$ cat config.mk
export PLATFORM = sky130hd
export DESIGN_NAME = c_subset_token_scanner_unit
export DESIGN_NICKNAME = d
export VERILOG_FILES = /design/src/rtl/ctsu_pkg.sv /design/src/rtl/ctsu_core.sv /design/src/rtl/c_subset_token_scanner_unit.sv
export SDC_FILE = /design/constraint.sdc
export NUM_CORES = 2
export LEC_CHECK = 0
export CORE_MARGIN = 8
export CORE_UTILIZATION = 55
export DETAILED_ROUTE_END_ITERATION = 8
export DONT_BUFFER_PORTS = 1
export GPL_TIMING_DRIVEN = 0
export PLACE_DENSITY = 0.7
export SYNTH_ARGS = -nofsm -noshare
export SYNTH_HDL_FRONTEND = slang
export SYNTH_HIERARCHICAL = 1
export SYNTH_SLANG_ARGS = --single-unit
$ cat constraint.sdc
create_clock -name clk -period 13.4 [get_ports clk]
set_input_delay 0.67 -clock clk [delete_from_list [all_inputs] [get_ports clk]]
set_output_delay 0.67 -clock clk [all_outputs]
set_load 0.005 [all_outputs]
$ cat src/rtl/ctsu_pkg.sv
// Shared types, token codes and lookup functions for the C subset token scanner.
`default_nettype none
package ctsu_pkg;

  localparam int TOKEN_BUF_BYTES = 256;
  localparam logic [7:0] TXT_MAX = 8'(TOKEN_BUF_BYTES - 2);

  typedef logic [6:0] kind_t;

  localparam kind_t K_EOF     = 7'd0;
  localparam kind_t K_IDENT   = 7'd1;
  localparam kind_t K_INT     = 7'd2;
  localparam kind_t K_CHAR    = 7'd3;
  localparam kind_t K_STRING  = 7'd4;
  localparam kind_t K_KW_BASE = 7'd5;
  localparam kind_t K_LPAREN  = 7'd37;
  localparam kind_t K_RPAREN  = 7'd38;
  localparam kind_t K_LBRACE  = 7'd39;
  localparam kind_t K_RBRACE  = 7'd40;
  localparam kind_t K_LBRACK  = 7'd41;
  localparam kind_t K_RBRACK  = 7'd42;
  localparam kind_t K_SEMI    = 7'd43;
  localparam kind_t K_COMMA   = 7'd44;
  localparam kind_t K_DOT     = 7'd45;
  localparam kind_t K_QUEST   = 7'd46;
  localparam kind_t K_COLON   = 7'd47;
  localparam kind_t K_PLUS    = 7'd48;
  localparam kind_t K_STAR    = 7'd49;
  localparam kind_t K_SLASH   = 7'd50;
  localparam kind_t K_PERCENT = 7'd51;
  localparam kind_t K_CARET   = 7'd52;
  localparam kind_t K_TILDE   = 7'd53;
  localparam kind_t K_NE      = 7'd54;
  localparam kind_t K_NOT     = 7'd55;
  localparam kind_t K_EQEQ    = 7'd56;
  localparam kind_t K_ASSIGN  = 7'd57;
  localparam kind_t K_LE      = 7'd58;
  localparam kind_t K_SHL     = 7'd59;
  localparam kind_t K_LT      = 7'd60;
  localparam kind_t K_GE      = 7'd61;
  localparam kind_t K_SHR     = 7'd62;
  localparam kind_t K_GT      = 7'd63;
  localparam kind_t K_ANDAND  = 7'd64;
  localparam kind_t K_AMP     = 7'd65;
  localparam kind_t K_OROR    = 7'd66;
  localparam kind_t K_PIPE    = 7'd67;
  localparam kind_t K_ARROW   = 7'd68;
  localparam kind_t K_MINUS   = 7'd69;

  localparam logic RT_TOKEN = 1'b0;
  localparam logic RT_TEXT  = 1'b1;

  typedef enum logic [12:0] {
    M_IDLE       = 13'b0000000000001,
    M_SLASH      = 13'b0000000000010,
    M_BLOCK      = 13'b0000000000100,
    M_BLOCK_STAR = 13'b0000000001000,
    M_LINE       = 13'b0000000010000,
    M_IDENT      = 13'b0000000100000,
    M_NUMBER     = 13'b0000001000000,
    M_STRING     = 13'b0000010000000,
    M_STRING_ESC = 13'b0000100000000,
    M_CHAR_OPEN  = 13'b0001000000000,
    M_CHAR_ESC   = 13'b0010000000000,
    M_CHAR_CLOSE = 13'b0100000000000,
    M_PUNCT      = 13'b1000000000000
  } mode_t;

  typedef enum logic [1:0] {
    R_DEC      = 2'd0,
    R_OCT      = 2'd1,
    R_HEX      = 2'd2,
    R_LEADZERO = 2'd3
  } radix_t;

  typedef struct packed {
    logic        rtype;
    kind_t       kind;
    logic [31:0] value;
    logic [7:0]  tbyte;
    logic [7:0]  len;
    logic [19:0] line;
    logic [15:0] col;
    logic        last;
  } res_t;

  function automatic logic [63:0] kw_word(input logic [4:0] k);
    logic [63:0] w;
    case (k)
      5'd0:  w = "auto";
      5'd1:  w = "break";
      5'd2:  w = "case";
      5'd3:  w = "char";
      5'd4:  w = "const";
      5'd5:  w = "continue";
      5'd6:  w = "default";
      5'd7:  w = "do";
      5'd8:  w = "double";
      5'd9:  w = "else";
      5'd10: w = "enum";
      5'd11: w = "extern";
      5'd12: w = "float";
      5'd13: w = "for";
      5'd14: w = "goto";
      5'd15: w = "if";
      5'd16: w = "int";
      5'd17: w = "long";
      5'd18: w = "register";
      5'd19: w = "return";
      5'd20: w = "short";
      5'd21: w = "signed";
      5'd22: w = "sizeof";
      5'd23: w = "static";
      5'd24: w = "struct";
      5'd25: w = "switch";
      5'd26: w = "typedef";
      5'd27: w = "union";
      5'd28: w = "unsigned";
      5'd29: w = "void";
      5'd30: w = "volatile";
      5'd31: w = "while";
      default: w = '0;
    endcase
    return w;
  endfunction

  function automatic logic [7:0] kw_len(input logic [4:0] k);
    logic [7:0] l;
    case (k)
      5'd7, 5'd15: l = 8'd2;
      5'd13, 5'd16: l = 8'd3;
      5'd0, 5'd2, 5'd3, 5'd9, 5'd10, 5'd14, 5'd17, 5'd29: l = 8'd4;
      5'd1, 5'd4, 5'd12, 5'd20, 5'd27, 5'd31: l = 8'd5;
      5'd8, 5'd11, 5'd19, 5'd21, 5'd22, 5'd23, 5'd24, 5'd25: l = 8'd6;
      5'd6, 5'd26: l = 8'd7;
      5'd5, 5'd18, 5'd28, 5'd30: l = 8'd8;
      default: l = 8'd0;
    endcase
    return l;
  endfunction

  function automatic kind_t single_kind(input logic [7:0] c);
    kind_t k;
    case (c)
      "(": k = K_LPAREN;
      ")": k = K_RPAREN;
      "{": k = K_LBRACE;
      "}": k = K_RBRACE;
      "[": k = K_LBRACK;
      "]": k = K_RBRACK;
      ";": k = K_SEMI;
      ",": k = K_COMMA;
      ".": k = K_DOT;
      "?": k = K_QUEST;
      ":": k = K_COLON;
      "+": k = K_PLUS;
      "*": k = K_STAR;
      "%": k = K_PERCENT;
      "^": k = K_CARET;
      "~": k = K_TILDE;
      default: k = K_EOF;
    endcase
    return k;
  endfunction

  function automatic kind_t lone_kind(input logic [7:0] p);
    kind_t k;
    case (p)
      "!": k = K_NOT;
      "=": k = K_ASSIGN;
      "<": k = K_LT;
      ">": k = K_GT;
      "&": k = K_AMP;
      "|": k = K_PIPE;
      default: k = K_MINUS;
    endcase
    return k;
  endfunction

  function automatic kind_t pair_kind(input logic [7:0] p, input logic [7:0] c);
    kind_t k;
    k = K_EOF;
    if (p == "!" && c == "=") k = K_NE;
    if (p == "=" && c == "=") k = K_EQEQ;
    if (p == "<" && c == "=") k = K_LE;
    if (p == "<" && c == "<") k = K_SHL;
    if (p == ">" && c == "=") k = K_GE;
    if (p == ">" && c == ">") k = K_SHR;
    if (p == "&" && c == "&") k = K_ANDAND;
    if (p == "|" && c == "|") k = K_OROR;
    if (p == "-" && c == ">") k = K_ARROW;
    return k;
  endfunction

  function automatic logic [7:0] decode_escape(input logic [7:0] c);
    logic [7:0] d;
    case (c)
      "n": d = 8'd10;
      "t": d = 8'd9;
      "r": d = 8'd13;
      default: d = c;
    endcase
    return d;
  endfunction

endpackage
`default_nettype wire

$ cat src/rtl/ctsu_core.sv
// Scanner state and per-byte next-state logic; yields up to two results per beat.
`default_nettype none
module ctsu_core (
  input  wire logic          clk,
  input  wire logic          rst,
  input  wire logic          step,
  input  wire logic [7:0]    in_byte,
  input  wire logic          end_of_input,
  output ctsu_pkg::res_t     res0,
  output ctsu_pkg::res_t     res1,
  output logic [1:0]         res_n
);
  import ctsu_pkg::*;

  mode_t       mode, mode_next;
  logic [7:0]  pchar, pchar_next;
  logic [7:0]  tcount, tcount_next;
  logic [31:0] accum, accum_next;
  radix_t      radix, radix_next;
  logic        stopped, stopped_next;
  logic [63:0] kwin, kwin_next;
  logic [19:0] line_count, line_count_next;
  logic [15:0] col_count, col_count_next;
  logic [19:0] tline, tline_next;
  logic [15:0] tcol, tcol_next;

  res_t        q [2];
  logic [1:0]  n;
  res_t        fl;
  logic        fl_v;
  kind_t       id_kind;

  function automatic res_t mk(input logic rt, input kind_t k, input logic [31:0] v,
                              input logic [7:0] b, input logic [7:0] l,
                              input logic [19:0] ln, input logic [15:0] cl);
    res_t r;
    r.rtype = rt; r.kind = k; r.value = v; r.tbyte = b; r.len = l;
    r.line = ln; r.col = cl; r.last = 1'b0;
    return r;
  endfunction

  function automatic logic is_alpha(input logic [7:0] c);
    return (c >= "a" && c <= "z") || (c >= "A" && c <= "Z");
  endfunction

  function automatic logic is_digit(input logic [7:0] c);
    return c >= "0" && c <= "9";
  endfunction

  always_comb begin
    id_kind = K_IDENT;
    if (tcount <= 8'd8) begin
      for (int k = 0; k < 32; k++) begin
        if (kw_len(5'(k)) == tcount && kw_word(5'(k)) == kwin) id_kind = K_KW_BASE + 7'(k);
      end
    end
  end

  always_comb begin
    fl_v = 1'b1;
    fl = mk(RT_TOKEN, K_EOF, 32'd0, 8'd0, 8'd0, tline, tcol);
    case (mode)
      M_SLASH:                fl.kind = K_SLASH;
      M_IDENT:                begin fl.kind = id_kind; fl.len = tcount; end
      M_NUMBER:               begin fl.kind = K_INT; fl.value = accum; fl.len = tcount; end
      M_STRING, M_STRING_ESC: begin fl.kind = K_STRING; fl.len = tcount; end
      M_CHAR_OPEN, M_CHAR_ESC: fl.kind = K_CHAR;
      M_CHAR_CLOSE:           begin fl.kind = K_CHAR; fl.value = {24'd0, pchar}; end
      M_PUNCT:                fl.kind = lone_kind(pchar);
      default:                fl_v = 1'b0;
    endcase
  end

  always_comb begin
    logic        do_flush, do_start, sp;
    logic [7:0]  c, b, d;
    logic [15:0] mcol;
    kind_t       k;
    res_t        x;
    mode_next = mode; pchar_next = pchar; tcount_next = tcount; accum_next = accum;
    radix_next = radix; stopped_next = stopped; kwin_next = kwin;
    line_count_next = line_count; col_count_next = col_count;
    tline_next = tline; tcol_next = tcol;
    q[0] = '0; q[1] = '0; n = 2'd0;
    do_flush = 1'b0; do_start = 1'b0;
    c = in_byte; b = 8'd0; d = 8'd0; k = K_EOF; x = '0; mcol = 16'd1;
    sp = (c == 8'd32) || (c >= 8'd9 && c <= 8'd13);

    if (end_of_input) begin
      if (fl_v) begin q[n[0]] = fl; n = n + 2'd1; end
      mode_next = M_IDLE;
      tline_next = line_count;
      mcol = (col_count == 16'd0) ? 16'd1 : col_count;
      tcol_next = mcol;
      q[n[0]] = mk(RT_TOKEN, K_EOF, 32'd0, 8'd0, 8'd0, line_count, mcol);
      n = n + 2'd1;
    end else begin
      if (c == 8'd10) begin
        if (line_count != 20'hFFFFF) line_count_next = line_count + 20'd1;
        col_count_next = 16'd0;
      end else if (col_count != 16'hFFFF) begin
        col_count_next = col_count + 16'd1;
      end

      b = c;
      if (mode == M_STRING_ESC) b = decode_escape(c);
      case (mode)
        M_SLASH: begin
          if (c == "*") mode_next = M_BLOCK;
          else if (c == "/") mode_next = M_LINE;
          else begin do_flush = 1'b1; do_start = 1'b1; end
        end
        M_BLOCK: if (c == "*") mode_next = M_BLOCK_STAR;
        M_BLOCK_STAR: begin
          if (c == "/") mode_next = M_IDLE;
          else if (c != "*") mode_next = M_BLOCK;
        end
        M_LINE: if (c == 8'd10) mode_next = M_IDLE;
        M_IDENT, M_NUMBER, M_STRING, M_STRING_ESC: begin
          if ((mode == M_IDENT && !(is_alpha(c) || is_digit(c) || c == "_")) ||
              (mode == M_NUMBER && !(is_alpha(c) || is_digit(c)))) begin
            do_flush = 1'b1; do_start = 1'b1;
          end else if (mode == M_STRING && c == "\"") begin
            do_flush = 1'b1;
          end else if (mode == M_STRING && c == "\\") begin
            mode_next = M_STRING_ESC;
          end else begin
            if (mode == M_STRING_ESC) mode_next = M_STRING;
            if (tcount < TXT_MAX) begin
              if (tcount < 8'd8) kwin_next = {kwin[55:0], b};
              tcount_next = tcount + 8'd1;
              k = (mode == M_IDENT) ? K_IDENT : ((mode == M_NUMBER) ? K_INT : K_STRING);
              q[n[0]] = mk(RT_TEXT, k, 32'd0, b, tcount + 8'd1, tline, tcol);
              n = n + 2'd1;
              if (mode == M_NUMBER) begin
                if (radix == R_LEADZERO && (c == "x" || c == "X")) begin
                  radix_next = R_HEX;
                end else begin
                  if (radix == R_LEADZERO) radix_next = R_OCT;
                  if (!stopped) begin
                    if (is_digit(c)) d = c - "0";
                    else if (c >= "a" && c <= "f") d = c - "a" + 8'd10;
                    else if (c >= "A" && c <= "F") d = c - "A" + 8'd10;
                    else stopped_next = 1'b1;
                    if (!stopped_next) begin
                      if (radix == R_HEX) accum_next = {accum[27:0], 4'd0} + {24'd0, d};
                      else if (radix == R_DEC)
                        accum_next = {accum[28:0], 3'd0} + {accum[30:0], 1'b0} + {24'd0, d};
                      else accum_next = {accum[28:0], 3'd0} + {24'd0, d};
                    end
                  end
                end
              end
            end
          end
        end
        M_CHAR_OPEN: begin
          if (c == "\\") mode_next = M_CHAR_ESC;
          else begin pchar_next = c; mode_next = M_CHAR_CLOSE; end
        end
        M_CHAR_ESC: begin
          pchar_next = decode_escape(c);
          mode_next = M_CHAR_CLOSE;
        end
        M_CHAR_CLOSE: begin
          do_flush = 1'b1;
          do_start = (c != "'");
        end
        M_PUNCT: begin
          k = pair_kind(pchar, c);
          if (k != K_EOF) begin
            q[n[0]] = mk(RT_TOKEN, k, 32'd0, 8'd0, 8'd0, tline, tcol);
            n = n + 2'd1;
            mode_next = M_IDLE;
          end else begin
            do_flush = 1'b1; do_start = 1'b1;
          end
        end
        default: do_start = 1'b1;
      endcase

      if (do_flush) begin
        if (fl_v) begin q[n[0]] = fl; n = n + 2'd1; end
        mode_next = M_IDLE;
      end

      if (do_start) begin
        mode_next = M_IDLE;
        if (!sp) begin
          mcol = (col_count_next == 16'd0) ? 16'd1 : col_count_next;
          tline_next = line_count_next;
          tcol_next = mcol;
          tcount_next = 8'd0;
          kwin_next = 64'd0;
          x = mk(RT_TOKEN, K_EOF, 32'd0, 8'd0, 8'd0, line_count_next, mcol);
          if (c == "/") begin
            mode_next = M_SLASH;
          end else if (is_alpha(c) || c == "_" || is_digit(c)) begin
            kwin_next = {56'd0, c};
            tcount_next = 8'd1;
            x.rtype = RT_TEXT; x.tbyte = c; x.len = 8'd1;
            if (is_digit(c)) begin
              mode_next = M_NUMBER;
              stopped_next = 1'b0;
              radix_next = (c == "0") ? R_LEADZERO : R_DEC;
              accum_next = {24'd0, c - "0"};
              x.kind = K_INT;
            end else begin
              mode_next = M_IDENT;
              x.kind = K_IDENT;
            end
            q[n[0]] = x; n = n + 2'd1;
          end else if (c == "\"") begin
            mode_next = M_STRING;
          end else if (c == "'") begin
            mode_next = M_CHAR_OPEN;
            pchar_next = 8'd0;
          end else if (single_kind(c) != K_EOF) begin
            x.kind = single_kind(c);
            q[n[0]] = x; n = n + 2'd1;
          end else if (c == "!" || c == "=" || c == "<" || c == ">" || c == "&" ||
                       c == "|" || c == "-") begin
            mode_next = M_PUNCT;
            pchar_next = c;
          end else begin
            q[n[0]] = x; n = n + 2'd1;
          end
        end
      end
    end

    if (n == 2'd2) q[1].last = 1'b1;
    else if (n == 2'd1) q[0].last = 1'b1;
  end

  assign res0  = q[0];
  assign res1  = q[1];
  assign res_n = n;

  always_ff @(posedge clk) begin
    if (rst) begin
      mode <= M_IDLE; pchar <= 8'd0; tcount <= 8'd0; accum <= 32'd0;
      radix <= R_DEC; stopped <= 1'b0; kwin <= 64'd0;
      line_count <= 20'd1; col_count <= 16'd0; tline <= 20'd1; tcol <= 16'd1;
    end else if (step) begin
      mode <= mode_next; pchar <= pchar_next; tcount <= tcount_next;
      accum <= accum_next; radix <= radix_next; stopped <= stopped_next;
      kwin <= kwin_next; line_count <= line_count_next; col_count <= col_count_next;
      tline <= tline_next; tcol <= tcol_next;
    end
  end

endmodule
`default_nettype wire

$ cat src/rtl/c_subset_token_scanner_unit.sv
// Top level of the C subset token scanner: scanner core and four-entry result queue.
//
//  channel | signals                                    | dir | beat
//  in      | in_valid in_ready in_byte end_of_input     | in  | one source byte or end mark
//  out     | out_valid out_ready result_type token_kind | out | one token or text byte
//          | token_value text_byte token_length         |     |
//          | start_line start_col last                  |     |
//
// One input beat per cycle while the result queue has room for two entries.
// Each beat yields zero, one or two results; the single output port drains one per
// cycle while out_ready is high, so beats with two results set the sustained rate when output is the limit.
// Synchronous reset returns the scanner to idle at line 1, column 0 and empties the queue.
// A stalled output only backs up the queue; input stalls once fewer than two slots are free.
`default_nettype none
module c_subset_token_scanner_unit (
  input  wire logic                  clk,
  input  wire logic                  rst,
  input  wire logic                  in_valid,
  output logic                       in_ready,
  input  wire logic [7:0]            in_byte,
  input  wire logic                  end_of_input,
  output logic                       out_valid,
  input  wire logic                  out_ready,
  output logic                       result_type,
  output ctsu_pkg::kind_t            token_kind,
  output logic [31:0]                token_value,
  output logic [7:0]                 text_byte,
  output logic [7:0]                 token_length,
  output logic [19:0]                start_line,
  output logic [15:0]                start_col,
  output logic                       last
);
  import ctsu_pkg::*;

  res_t       r0, r1, head;
  logic [1:0] rn;
  logic       step, pop;
  res_t       q [4];
  logic [1:0] wp, rp;
  logic [2:0] cnt;

  assign in_ready = (cnt <= 3'd2);
  assign step     = in_valid && in_ready;
  assign out_valid = (cnt != 3'd0);
  assign pop      = out_valid && out_ready;

  ctsu_core u_core (
    .clk          (clk),
    .rst          (rst),
    .step         (step),
    .in_byte      (in_byte),
    .end_of_input (end_of_input),
    .res0         (r0),
    .res1         (r1),
    .res_n        (rn)
  );

  always_ff @(posedge clk) begin
    if (step && rn != 2'd0) q[wp] <= r0;
    if (step && rn == 2'd2) q[wp + 2'd1] <= r1;
  end

  always_ff @(posedge clk) begin
    if (rst) begin
      wp <= 2'd0; rp <= 2'd0; cnt <= 3'd0;
    end else begin
      if (step) wp <= wp + rn;
      if (pop) rp <= rp + 2'd1;
      cnt <= cnt + (step ? {1'b0, rn} : 3'd0) - {2'd0, pop};
    end
  end

  assign head         = q[rp];
  assign result_type  = head.rtype;
  assign token_kind   = head.kind;
  assign token_value  = head.value;
  assign text_byte    = head.tbyte;
  assign token_length = head.len;
  assign start_line   = head.line;
  assign start_col    = head.col;
  assign last         = head.last;

endmodule
`default_nettype wire

; ---- Word level (Yosys, flattened, before mapping)
; Memory sizes are Yosys's and may differ from the RTL's. A register that Yosys moved wholly into a read port is not among the register bits.
; Index checks and enable logic that the tools add are counted.
; W data, S select, Z words.
[word_totals]
ff_bits = 207
latch_bits = 0
ramBits = 372
romBits = 0
in_bits = 13
output_inout_bits = 95
elab_cells = 583
mem_count = 1
[op_classes]
n_addsub = 20
multipliers = 0
n_div = 0
magnitude_cmp = 20
eq_ne = 111
n_shift = 0
mux = 321
n_bitwise = 4
reduce_logical = 92
[mem_list]
columns = name, words, width, read_ports, rd_clocked_by_memory_dff, write_ports, line
row1 = q, 4, 93, 1, 1, 2, c_subset_token_scanner_unit.sv:38  ; res_t q [4];
[op_table]
columns = op, count
row1 = $mux W64, 41
row2 = $mux W186, 12
row3 = $eq A64 B64 Y1, 32
row4 = $bwmux W186, 5
row5 = $mux W93, 9
row6 = $mux W32, 16
row7 = $mux W8, 39
row8 = $demux W93 S1, 3
row9 = $mux W13, 21
row10 = $eq A8 B6 Y1 const B, 27
row11 = $mux W7, 28
row12 = $pmux W93 S2, 1
row13 = $mux W92, 2
row14 = $mux W16, 8
row15 = $eq A8 B7 Y1 const B, 15
row16 = $mux W20, 6
row17 = $pmux W13 S8, 1
row18 = $add A32 B8 Y32, 3
row19 = $pmux W6 S16, 1
row20 = $pmux W7 S6, 2
row21 = $mux W5, 16
row22 = $mux W2, 35
row23 = $mux W6, 11
row24 = $pmux W32 S2, 1
row25 = other kinds (74), 233

; ---- Longest topological paths before layout
[depth]
depth_word = 54
mapped_depth = 28
ltp_nobuf = 24

; ---- By module
; The synthesis kept the hierarchy.
[by_module_without_submodules]
columns = module, n_inst, cells_each, area_each_um2, seq_area_each_um2
row1 = ctsu_core, 1, 2838, 19869.1, 4003.8
row2 = c_subset_token_scanner_unit, 1, 962, 18467.7, 11350.9

; ---- Worst setup path after synthesis
; No wires, ideal clock.
[synth_timing]
path_kind = input-to-reg
from = input in_byte[0]
to = memory q[1][0] (netlist bit), enable pin
setup_ps = 683
arrival_ps = 11523
required_time_ps = 12717
path_slack_ps = 1194
stages = 20
n_path_buf = 3
path_cell_list = clkbuf_1 inv_1 ha_1 or4b_4 a211o_1 a32o_2 o41ai_4 or2_2 clkbuf_1 o21ai_0 ha_1 inv_1 o31ai_1 and2_1 buf_2 xnor2_1 nor2_1 nor2_1 nand2_1 a211oi_1
[synth_lines]
columns = item, line
row1 = start: declaration, c_subset_token_scanner_unit.sv:20  ; input wire logic [7:0] in_byte,
row2 = end: declaration, c_subset_token_scanner_unit.sv:38

==> flow_summary_export.csv <==
group,metric,value,unit
synth,ys.flop_type,"edfxtp_1",
worst_hold_path,hold_class,"in2reg",
placement,dp_hpwl,98900,µm
die,die_w,280,µm
routing,vias,33100,
pwr,intPower,0.00340,W
final_layout,area_growth,9.96,%
grt,grt_first_pass_wirelength,197000,µm
clock_tree,clock_sinks,581,
die,die_h,280,µm
timing,setup_viol,0,
pwr,p_sw,0.00139,W
routing,routed_via_density,6.72,
grt,first_global_vias,31200,
clock_tree,clk_pin_slew_worst_paths,0.06,ns
routing,ant_nets,0,
synth,yosysTopAreaCellShare,29.1,%
grt,grt_max_degree,24,
timing,period_share,62.7,%
synth,yosysSeqAreaShare,40.1,%
final_layout,register_area,0.0154,mm²
synth,synthMuxAreaShare,17.0,%
clock_tree,hold_buffers,0,
clock_tree,postCtsSetupRepairBufs,0,
synth,synthSimpleGateAreaFrac,17.9,%
timing,clock_skew,0.0208,ns
placement,io_buffer_count,0,
synth,syn_inst,3800,
final_layout,final_area,0.0422,mm²
status,status,"completed",
clock_tree,numCtsBuffers,60,
timing,post-route-min-period,8.40,ns
die,design.core.area,0.0695,mm²
routing,drt_iter0_drc,4787,
die,rows,97,
timing,rsz0062_at_grt,"no",
worst_setup_path,end_kind,"flop",
die,initial_core_util,55.1,%
timing,hold_violations,0,
synth,synth.avg_cell_area,10.1,µm²
synth,synth_top_family_by_area,"simple AND/OR/NAND/NOR gates",
clock_tree,cts_root_buffer,"clkbuf_16",
synth,synth_common_cells,"edfxtp_1, mux2_2, nor2_1",
final_layout,drive_above_1_share,18.2,%
synth,synth_largest_area_cell,"edfxtp_1",
pwr,pwr-share-clk,35.1,%
final_layout,fin_nets,4033,
grt,grt_antenna_before_repair,4,
worst_setup_path,required,13.75,ns
final_layout,final.fill_count,5846,
worst_setup_path,worstSetupPathType,"in2reg",
worst_setup_path,crit_fanout,14,
grt,gr-total-overflow,0,
synth,syn_area,0.0383,mm²
timing,slew_headroom,3.50,%
worst_setup_path,start_kind,"primary input",
synth,synth_edf_count,372,
clock_tree,cts_resized,0,
routing,wire_per_inst,26.8,µm
placement,place_congestion,1.08,
pwr,max-vdd-ir-drop,0.106,mV
placement,placed_cell_area,0.0402,mm²
pwr,p_total,0.00479,W
routing,route.detailed.drc,0,
pwr,cellLeakagePower,15.4,nW
pwr,combPwrFrac,20.5,%
synth,ys_async_sr_fraction,0,%
synth,synth-compound-area-share,13.6,%
synth,yosysWarnings,6,
timing,fin_ws,5.00,ns
run,maxCapViolCount,0,
clock_tree,clockBufferDepth,3,
routing,route.final.wire_length,132000,µm
final_layout,multi_input_area,0.0212,mm²
pwr,p_sw_share,29.0,%
synth,synth-xor-area-share,2.90,%
timing,worst_slew_pin_slew,1.41,ns
timing,final-max-slew-violation-count,0,
die,die-area,0.0784,mm²
placement,dp_slack,4.71,ns
timing,max_freq,0.119,GHz
grt,grtUsageTotal,32.5,%
clock_tree,clkLatencyLatePin,0.65,ns
pwr,power_density,114,mW/mm²
clock_tree,cts_tree,"built",
worst_setup_path,critPathArrivalTime,8.75,ns
synth,synthAdderAreaFrac,3.28,%
synth,synth_cell_types,103,
routing,firstDrtPassIters,8,
synth,ys_seq_elements,581,
die,io_pins,108,
synth,synth_most_common_cell,"edfxtp_1",
pwr,seqPwrFrac,44.4,%
synth,synth_area_leaders,"edfxtp_1, dfxtp_1, mux2_2, mux4_2, nor2_1",
clock_tree,htreeDepth,2,
## cells in the final DEF (no fill, tap or decap), types with 32 or more instances in the layout
cell type  Yosys  layout
a211oi_1      45      43
edfxtp_1     372     372
nor2b_1       39      39
and3_1        33      33
nor3_1       108     108
or3_1         43      43
xnor2_1       73      73
a21o_1        40      40
xor2_1        54      54
inv_1         73      73
a21oi_1      162     160
buf_4         48      48
nor2_1       332     332
nor4_1        58      58
a22o_1        39      39
dfxtp_1      209     209
mux4_2        93      93
nand2_1      303     303
o21ai_0      136     136
conb_1         1      41
clkbuf_1     200     221
buf_2         49      50
and2_1        50      50
mux2_2       345     345
a22oi_1       93      93
nand3_1       98      98
nand4_1       70      70
o211ai_1      32      32
ha_1          86      86
clkbuf_16      0      61
## through the flow
step / hold slack [ns] / util, % / instances / TNS, ns
detailed placement: 0.440 / 57.8 / 4803 / 0
global route: 0.397 / 60.6 / 4920 / 0
finish: 0.387 / 60.6 / 4921 / 0
CTS: 0.363 / 60.6 / 4917 / 0
global placement: 0.439 / 57.0 / 4780 / -1535.51
floorplan: 0.417 / - / 3840 / 0
## kinds of logic after synthesis
group,count (synthesis)
AO/OA/AOI/OAI,760
XOR/XNOR,127
adder cells (fa/ha/maj),95
buffers and inverters,415
flip-flops,581
multiplexers,488
other,1
AND/OR/NAND/NOR,1333
## registers in the layout, summed over array words and instances, names as in the netlist, 8 cells and up, named ones only
signal and flops:
u_core/tcount 8, u_core/line_count 20, q 372, u_core/col_count 16, u_core/pchar 8, u_core/tcol 16
u_core/tline 20, u_core/mode 13, u_core/accum 32, u_core/kwin 64
## power groups by stage
stage          Combinational [W]  Sequential (W)  Clock [W]
2_1_floorplan           0.000642         0.00217          0
3_3_place_gp            0.000916         0.00221          0
3_5_place_dp            0.000977         0.00217          0
5_1_grt                  0.00104         0.00214    0.00176
6_report                0.000981         0.00213    0.00168
4_1_cts                 0.000982         0.00213    0.00170
## layout make-up
class / count / share of cell area (%)
Buffer: 341 / 4.09
Inverter: 74 / 0.659
Tap cell: 940 / 2.79
Multi-Input combinational cell: 2844 / 50.3
Clock buffer: 89 / 4.04
Antenna cell: 4 / 0.0237
Timing Repair Buffer: 23 / 1.08
Clock inverter: 25 / 0.635
Sequential cell: 581 / 36.4
## path summary, 6_finish.rpt
check,start,to,slack [ns],depth (start not counted)
hold reg to reg,u_core/accum[31],u_core/accum[31],0.45,2
setup / recovery,in_byte[0],q[3][11],5.00,24
hold / removal,rst,cnt[1],0.39,2
setup reg to reg,u_core/mode[11],q[3][11],5.70,22
## routing by layer
| layer | wire [µm] | up-vias | part of all wire, % | track usage [%] |
|---|---|---|---|---|
| li1 | - | 14600 | - | - |
| met1 | 54200 | 16200 | 41 | 45.7 |
| met2 | 56700 | 1941 | 43 | 48.9 |
| met3 | 15700 | 349 | 12 | 7.62 |
| met4 | 5460 | 0 | 4.1 | 11.5 |
| met5 | 0 | - | 0 | 0 |
## critical path: stages
cell and delay, ns:
clkbuf_1 0.34, inv_1 0.52, ha_1 0.32, or4b_4 0.50
a211o_1 0.30, a32o_2 0.35, o41ai_4 0.71, or2_2 0.22
clkbuf_1 0.32, o21ai_0 0.25, ha_1 0.38, inv_1 0.06
o31ai_1 0.10, and2_1 0.22, buf_2 0.20, nand2_1 0.34
nand3_1 0.14, a31oi_1 0.83, nand2b_1 0.31, a211oi_4 0.81
buf_8 0.25, buf_8 0.17, buf_8 0.19, buf_8 0.18
Note: power is estimated with default switching activity, not from simulation.
